==> src/sv/perw_pkg.sv <==
// ----------------------------------------------------------------------------
// perw_pkg: peak event rate window package
// Field widths and fixed constants shared by the rate window blocks.
// ----------------------------------------------------------------------------
`timescale 1ns / 1ps

package perw_pkg;

  localparam int unsigned TS_W    = 48;
  localparam int unsigned PROBE_W = 24;
  localparam int unsigned CNT_W   = 10;
  localparam int unsigned SPAN_W  = 24;
  localparam int unsigned RATE_W  = 47;
  localparam int unsigned NUM_W   = 46;
  localparam int unsigned MEGA_W  = 36;

  localparam logic [CNT_W-1:0]   COUNT_MAX   = 10'd1023;
  localparam logic [MEGA_W-1:0]  Q16_MEGA    = 36'd65536000000;
  localparam logic [PROBE_W-1:0] PROBE_RESET = 24'd20000;

endpackage

==> src/sv/perw_div.sv <==
// ----------------------------------------------------------------------------
// perw_div: rate divider
// Restoring divider, one quotient bit per cycle: count * 1e6 * 2^16 / span.
// ----------------------------------------------------------------------------
`timescale 1ns / 1ps

module perw_div import perw_pkg::*; (
  input  logic              clk_i,
  input  logic              rst_ni,
  input  logic              start_i,
  input  logic [CNT_W-1:0]  count_i,
  input  logic [SPAN_W-1:0] span_i,
  output logic              done_o,
  output logic [NUM_W-1:0]  quot_o
);

  localparam int unsigned StepW = $clog2(NUM_W);

  logic              busy_q;
  logic              done_q;
  logic [StepW-1:0]  step_q;
  logic [NUM_W-1:0]  num_q;
  logic [SPAN_W-1:0] rem_q;
  logic [SPAN_W-1:0] den_q;
  logic [SPAN_W:0]   rem_sh;
  logic [SPAN_W:0]   trial;
  logic              fits;

  assign rem_sh = {rem_q, num_q[NUM_W-1]};
  assign fits   = rem_sh >= {1'b0, den_q};
  assign trial  = rem_sh - {1'b0, den_q};

  always_ff @(posedge clk_i or negedge rst_ni) begin
    if (!rst_ni) begin
      busy_q <= 1'b0;
      done_q <= 1'b0;
      step_q <= '0;
      num_q  <= '0;
      rem_q  <= '0;
      den_q  <= '0;
    end else begin
      done_q <= 1'b0;
      if (start_i) begin
        // quotient bits shift in from the bottom as the dividend leaves the top
        num_q  <= NUM_W'(count_i) * NUM_W'(Q16_MEGA);
        rem_q  <= '0;
        den_q  <= span_i;
        step_q <= StepW'(NUM_W - 1);
        busy_q <= 1'b1;
      end else if (busy_q) begin
        rem_q <= fits ? trial[SPAN_W-1:0] : rem_sh[SPAN_W-1:0];
        num_q <= {num_q[NUM_W-2:0], fits};
        if (step_q == '0) begin
          busy_q <= 1'b0;
          done_q <= 1'b1;
        end else begin
          step_q <= step_q - StepW'(1);
        end
      end
    end
  end

  assign done_o = done_q;
  assign quot_o = num_q;

endmodule

==> config.mk <==
export PLATFORM = sky130hd
export DESIGN_NAME = perw_div
export DESIGN_NICKNAME = d
export VERILOG_FILES = /design/src/sv/perw_pkg.sv /design/src/sv/perw_div.sv
export SDC_FILE = /design/constraint.sdc
export NUM_CORES = 1
export LEC_CHECK = 0
export BUFFER_PORTS_ARGS = -buffer_cell sky130_fd_sc_hd__buf_2
export CORE_ASPECT_RATIO = 0.8
export CORE_UTILIZATION = 44
export DETAILED_ROUTE_END_ITERATION = 6
export GPL_TIMING_DRIVEN = 1
export PLACE_DENSITY = 0.7
export SLEW_MARGIN = 5
export SYNTH_ARGS = -nofsm -noshare
export SYNTH_HDL_FRONTEND = slang
export SYNTH_SLANG_ARGS = --single-unit
==> constraint.sdc <==
create_clock -name clk_i -period 3.67 [get_ports clk_i]
set_input_delay 0.367 -clock clk_i [delete_from_list [all_inputs] [get_ports clk_i]]
set_output_delay 0.367 -clock clk_i [all_outputs]
set_load 0.005 [all_outputs]
# Yosys cells after proc, flatten, opt, wreduce, memory -nomap -nowiden
# Index checks and enable logic that the tools add are counted.
# op_classes
addsub,2
mul,1
div,0
magnitude_cmp,1
n_eq_ne,1
shifts,0
muxes,14
bitwise,0
n_reduce_logical,3
# ops
op,count
two-way mux 46 bit,2
two-way mux 24 bit,3
greater-or-equal comparator 25 x 24 -> 1 bit,1
multiplier 10 x 14 -> 24 bit (second input constant),1
subtractor 24 bit,1
two-way mux 6 bit,3
zero test 6 bit,1
two-way mux 1 bit,6
subtractor 6 x 1 -> 6 bit (second input constant),1
inequality test 2 bit (second input constant),1
AND reduction 2 bit,1
nonzero test 2 bit,1
# totals
register_bits,102
latchBits,0
ramBits,0
rom_bits,0
inputBits,37
out_inout_bits,47
word_cells,28
n_memories,0

# Logic depth before layout (Yosys ltp)
# depth
depth_word,4
depth_mapped,17
ltp_nobuf,17

# Worst setup path before layout
# Ideal clock, no wire load.
# synth_timing
path_kind,in2reg
startpoint,input count_i[1]
endpoint,register num_q[44] (netlist: quot_o[44])
setup_time_ps,136
arrival_ps,4095
t_required_ps,3534
setup_slack_ps,-561
stages,14
n_path_buf,0
path_cell_list,fa_1 -> ha_1 -> fa_1 -> inv_1 -> fa_1 -> fa_1 -> inv_1 -> ha_1 -> o21ai_1 -> a211oi_1 -> nor3_1 -> o41ai_2 -> xnor2_1 -> a21oi_1
# synth_between
elab_chain_len,2
# synth_lines
item,line,text
start: declaration,perw_div.sv:11,"input logic [CNT_W-1:0] count_i,"
multiplier 10 x 14 -> 24 bit,perw_div.sv:45,num_q <= NUM_W'(count_i) * NUM_W'(Q16_MEGA);
two-way mux 46 bit,perw_div.sv:43,if (start_i) begin
end signal: assignment,perw_div.sv:45,
end signal: assignment,perw_div.sv:52,"num_q <= {num_q[NUM_W-2:0], fits};"
end: declaration,perw_div.sv:22,logic [NUM_W-1:0] num_q;
# Every way passes these cells.
# A chain may end at the register's enable or synchronous reset.

# Worst setup path after layout
# layout_timing
startpoint,input count_i[3]
endpoint,register num_q[41] (netlist: quot_o[41])
# Same word-level chain as after synthesis.

==> PnR_summary.wiki <==
{| class="wikitable"
! Metric !! Value
|-
| Crit path launch type || primary input
|-
| Buffers added on ports || 83
|-
| Routability Congestion || 0.9291
|-
| Final worst-path setup slack || -0.3101 ns
|-
| Number of levels the H-tree was split into || 3
|-
| Sw frac || 40.75%
|-
| Compound-gate portion of the synthesized area || 17.37%
|-
| Seq/Total Area, Yosys || 31.43%
|-
| Wirelength, routed || 18.58 mm
|-
| Total net switching power || 2.471 mW
|-
| Internal power consumption || 3.593 mW
|-
| RSZ-0062 raised after global routing || yes
|-
| Overall track demand over capacity in global routing || 20.37%
|-
| Antenna violations before repair || 0
|-
| Required time at the worst-slack endpoint || 3.88 ns
|-
| Cell type with the highest aggregate area in the netlist || sky130_fd_sc_hd__dfrtp_1
|-
| Post-layout minimum cycle time || 3.980 ns
|-
| Clock network fraction of total power || 16.5%
|-
| Clock transition at the registers of the reported paths || 0.07 ns
|-
| Peak VDD IR || 283.7 uV
|-
| TritonCTS clock tree || done
|-
| Layout area overhead || 17.20%
|-
| Setup-failing EPs final || 8
|-
| Synth Warn # || 0
|-
| Die height || 123.5 um
|-
| Filler instances || 1,703
|-
| Element type at the critical path end || flop
|-
| FFs w/ async S/R, synth || 100.0%
|-
| Post-detail-place hpwl || 14.01 mm
|-
| Final-report max-slew violation count || 0
|-
| Status || finished with violations
|-
| Type of the most critical hold path || in -> async
|-
| Reported leakage power || 4.973 nW
|-
| Final Non-Filler Cells || 1,215
|-
| Core Footprint || 18,110 um2
|-
| Max Clk Rate || 0.2512 GHz
|-
| Portion of netlist area occupied by mux cells || 5.316%
|-
| Number of diodes added for antenna fixing || 0
|-
| Area share of xor/xnor cells in the synthesized design || 4.530%
|-
| Setup slack, reg-to-reg || 0.53 ns
|-
| Vias || 6,641
|-
| Max Fanout on Critical Path || 3
|-
| Final period utilization || 108.5%
|-
| Clock Sink Count || 102
|-
| Number of instances in the synthesized netlist || 873
|-
| Leading register cell type out of synthesis || sky130_fd_sc_hd__dfrtp_1
|-
| Startpoint of the lowest-slack register-to-register path || rem_q[9]
|-
| Area of the mapped netlist || 8120 um2
|-
| Failing checks || DRC, setup timing
|-
| CP Class || in -> reg
|-
| Fraction of the mapped netlist area in adder cells || 21.66%
|-
| Part of the power in registers || 25.0%
|-
| Share of total power in combinational logic || 58.5%
|-
| Slew HR || 49.22%
|-
| Synthesis-stage register bit count || 102
|-
| Placed Cells || 1,193
|-
| Vias per inst || 5.466
|-
| Overflow left after global routing || 0
|-
| Top cells by area in the synthesized netlist || sky130_fd_sc_hd__dfrtp_1 31%, sky130_fd_sc_hd__ha_1 15%, sky130_fd_sc_hd__fa_1 6.4%, sky130_fd_sc_hd__mux2i_1 5.2%, sky130_fd_sc_hd__o21ai_0 4.2%
|-
| R2R Path End || rem_q[1]
|-
| Number of buffers on the longest clock path || 2
|-
| Distinct cells, synth || 67
|-
| Layout cells sized above 1 || 19.39%
|-
| Largest net degree at the start of global routing || 80
|-
| Clock buffers created by TritonCTS || 9
|-
| Clock Tree Root || sky130_fd_sc_hd__clkbuf_16
|-
| Number of global-route vias before repair || 6,255
|-
| Count of nets after finishing || 1,142
|-
| Starting DRT DRC Count || 352
|-
| Starting Density || 44.83%
|-
| Number of synthesized flops with an enable pin || 0
|-
| Worst clock skew || 0.007984 ns
|-
| Average cell area after synthesis || 9.302 um2
|-
| Wire length per cell || 15.29 um
|-
| Worst Reg2Reg Path Length in Cells || 9
|-
| Total power consumption of the routed design || 6.064 mW
|-
| Synthesized netlist net count || 1,035
|-
| Hold violation total from the final report || 0
|-
| Arrival time at the worst endpoint || 4.19 ns
|-
| Share of synthesized cell area in and, or, nand and nor gates || 13.64%
|-
| Number of iterations in the first detailed-routing pass || 6
|-
| Boundary pin count || 84
|-
| Post-route ant nets || 0
|-
| Wire length of the first global-routing pass || 30.83 mm
|-
| Number of max-capacitance violations reported || 0
|-
| Cell area power density || 637.2 nW/um2
|-
| Die outline area || 19,010 um2
|-
| Standard-cell row count || 44
|-
| Tightest Pin Transition || 0.7617 ns
|-
| Top-area cell type share of the netlist area || 31.43%
|-
| DIE WIDTH || 153.9 um
|-
| Clk Latency, worst-skew pair || 0.36 ns
|-
| Number of DRC violations after detailed routing || 1
|-
| Combinational family with the most area after synthesis || adder cells
|}
## sequential cells by signal (all words and copies together) (netlist names)
signal,flops
busy_q,1
done_o,1
den_q,24
quot_o,46
step_q,6
rem_q,24
## through the flow
stage / TNS [ns] / cell area, um2 / setup WS (ns) / util, % / hold slack, ns
after global placement: -5.490 / 9069 / -0.7453 / 50.07 / 0.4661
after CTS: -1.558 / 9472 / -0.2780 / 52.29 / 0.08276
final: -1.665 / 9517 / -0.3101 / 52.54 / 0.05205
after floorplan: -2.185 / 8170 / -0.4218 / - / 0.07141
after global routing: -3.074 / 9517 / -0.4738 / 52.54 / 0.1107
after detailed placement: -5.938 / 9069 / -0.7944 / 50.07 / 0.4683
## cell families after synthesis
group	after synthesis
and+or+nand+nor	230
AOI/OAI and AO/OA	211
adders and majority gates	125
buffers and inverters	120
DFF	102
muxes	43
xor gates and xnor gates	42
## power groups by stage
| stage | clock, mW | sequential, mW | combinational [mW] |
|---|---|---|---|
| after global routing | 1.08 | 1.54 | 3.97 |
| after global placement | 0 | 1.54 | 3.27 |
| after detailed placement | 0 | 1.53 | 3.32 |
| after floorplan | 0 | 1.49 | 2.38 |
| final | 1.00 | 1.52 | 3.55 |
| after CTS | 1.03 | 1.52 | 3.47 |
## critical path: stages
cell                       delay [ns]
sky130_fd_sc_hd__buf_8           0.10
sky130_fd_sc_hd__fa_1            0.57
sky130_fd_sc_hd__ha_1            0.25
sky130_fd_sc_hd__fa_1            0.48
sky130_fd_sc_hd__inv_1           0.05
sky130_fd_sc_hd__fa_1            0.45
sky130_fd_sc_hd__fa_1            0.51
sky130_fd_sc_hd__inv_2           0.05
sky130_fd_sc_hd__ha_4            0.27
sky130_fd_sc_hd__nand2_2         0.05
sky130_fd_sc_hd__o32a_1          0.32
sky130_fd_sc_hd__o211ai_1        0.22
sky130_fd_sc_hd__nand2_1         0.13
sky130_fd_sc_hd__buf_6           0.14
sky130_fd_sc_hd__xnor2_2         0.12
sky130_fd_sc_hd__nand2_1         0.06
sky130_fd_sc_hd__o21ai_1         0.07
## worst max path at each step
stage,start,end,slack (ns),cells after the start
floorplan,count_i[3],quot_o[45],-0.42,15
global placement,count_i[1],quot_o[45],-0.75,16
detailed placement,count_i[1],quot_o[45],-0.79,16
CTS,count_i[3],quot_o[45],-0.28,16
global route,count_i[3],quot_o[41],-0.47,17
finish,count_i[3],quot_o[41],-0.31,17
## synthesized netlist by cell type (3+ instances only)
master / instances
sky130_fd_sc_hd__a311oi_1: 13
sky130_fd_sc_hd__ha_1: 99
sky130_fd_sc_hd__a31oi_1: 8
sky130_fd_sc_hd__inv_1: 80
sky130_fd_sc_hd__buf_1: 7
sky130_fd_sc_hd__o21a_1: 8
sky130_fd_sc_hd__nand2b_1: 9
sky130_fd_sc_hd__a41oi_1: 3
sky130_fd_sc_hd__or3_1: 4
sky130_fd_sc_hd__and2_1: 3
sky130_fd_sc_hd__nor2_1: 66
sky130_fd_sc_hd__buf_2: 6
sky130_fd_sc_hd__a211oi_1: 12
sky130_fd_sc_hd__a21oi_1: 38
sky130_fd_sc_hd__o21bai_1: 8
sky130_fd_sc_hd__o21ai_0: 68
sky130_fd_sc_hd__and3_1: 3
sky130_fd_sc_hd__nor3b_1: 10
sky130_fd_sc_hd__nand3_1: 19
sky130_fd_sc_hd__nor4_1: 5
sky130_fd_sc_hd__buf_6: 4
sky130_fd_sc_hd__clkbuf_1: 22
sky130_fd_sc_hd__o21ai_1: 9
sky130_fd_sc_hd__nand4_1: 6
sky130_fd_sc_hd__or2_2: 4
sky130_fd_sc_hd__fa_1: 26
sky130_fd_sc_hd__xor2_1: 10
sky130_fd_sc_hd__mux2i_1: 42
sky130_fd_sc_hd__dfrtp_1: 102
sky130_fd_sc_hd__nor2b_1: 9
sky130_fd_sc_hd__nor3_1: 15
sky130_fd_sc_hd__nand2_1: 69
sky130_fd_sc_hd__xnor2_1: 32
sky130_fd_sc_hd__a21o_1: 11
sky130_fd_sc_hd__o211ai_1: 3
## layout by cell type, fill, tap and decap left out, types with 4 or more instances in the layout
| master | synthesis | routed |
|---|---|---|
| sky130_fd_sc_hd__or3_1 | 4 | 4 |
| sky130_fd_sc_hd__buf_2 | 6 | 79 |
| sky130_fd_sc_hd__nor2b_1 | 9 | 9 |
| sky130_fd_sc_hd__clkbuf_16 | 0 | 9 |
| sky130_fd_sc_hd__xor2_1 | 10 | 10 |
| sky130_fd_sc_hd__nor2_1 | 66 | 66 |
| sky130_fd_sc_hd__a21o_1 | 11 | 11 |
| sky130_fd_sc_hd__inv_1 | 80 | 78 |
| sky130_fd_sc_hd__nand4_1 | 6 | 6 |
| sky130_fd_sc_hd__nand2_1 | 69 | 68 |
| sky130_fd_sc_hd__o21ai_0 | 68 | 62 |
| sky130_fd_sc_hd__mux2i_1 | 42 | 42 |
| sky130_fd_sc_hd__o21ai_1 | 9 | 12 |
| sky130_fd_sc_hd__a21oi_1 | 38 | 35 |
| sky130_fd_sc_hd__dfrtp_1 | 102 | 101 |
| sky130_fd_sc_hd__fa_1 | 26 | 26 |
| sky130_fd_sc_hd__nor3b_1 | 10 | 10 |
| sky130_fd_sc_hd__nor4_1 | 5 | 5 |
| sky130_fd_sc_hd__nand2b_1 | 9 | 8 |
| sky130_fd_sc_hd__a31oi_1 | 8 | 8 |
| sky130_fd_sc_hd__a211oi_1 | 12 | 10 |
| sky130_fd_sc_hd__o21bai_1 | 8 | 8 |
| sky130_fd_sc_hd__nand3_1 | 19 | 19 |
| sky130_fd_sc_hd__nor3_1 | 15 | 13 |
| sky130_fd_sc_hd__o21a_1 | 8 | 8 |
| sky130_fd_sc_hd__xnor2_1 | 32 | 31 |
| sky130_fd_sc_hd__a311oi_1 | 13 | 13 |
| sky130_fd_sc_hd__buf_4 | 1 | 51 |
| sky130_fd_sc_hd__ha_1 | 99 | 96 |
| sky130_fd_sc_hd__or2_2 | 4 | 4 |
## routing by layer
metal / part of all wire, % / wire length [um] / up-vias / GRT usage [%]
li1: - / - / 3275 / -
met1: 50 / 9268 / 3203 / 29.66
met2: 43 / 8030 / 147 / 30.65
met3: 6.2 / 1159 / 16 / 5.188
met4: 0.67 / 125 / 0 / 3.625
met5: 0 / 0 / - / 0
## what timing repair did
item	4_1_cts	5_1_grt
pin swaps	15	5
cloned	0	0
hold buffers	0	0
setup endpoints to repair	8	11
setup buffers	5	2
gates resized for setup	14	9
## cell type report
type	instances	area, um2	share of cell area (%)
multi-input combinational	651	5196	54.60
sequential	102	2556	26.86
timing repair buffer	136	870.8	9.151
inverter	80	300.3	3.155
tap	230	287.8	3.024
clock buffer	10	229.0	2.406
clock inverter	6	76.32	0.8020
(Power assumes the default switching activity.)
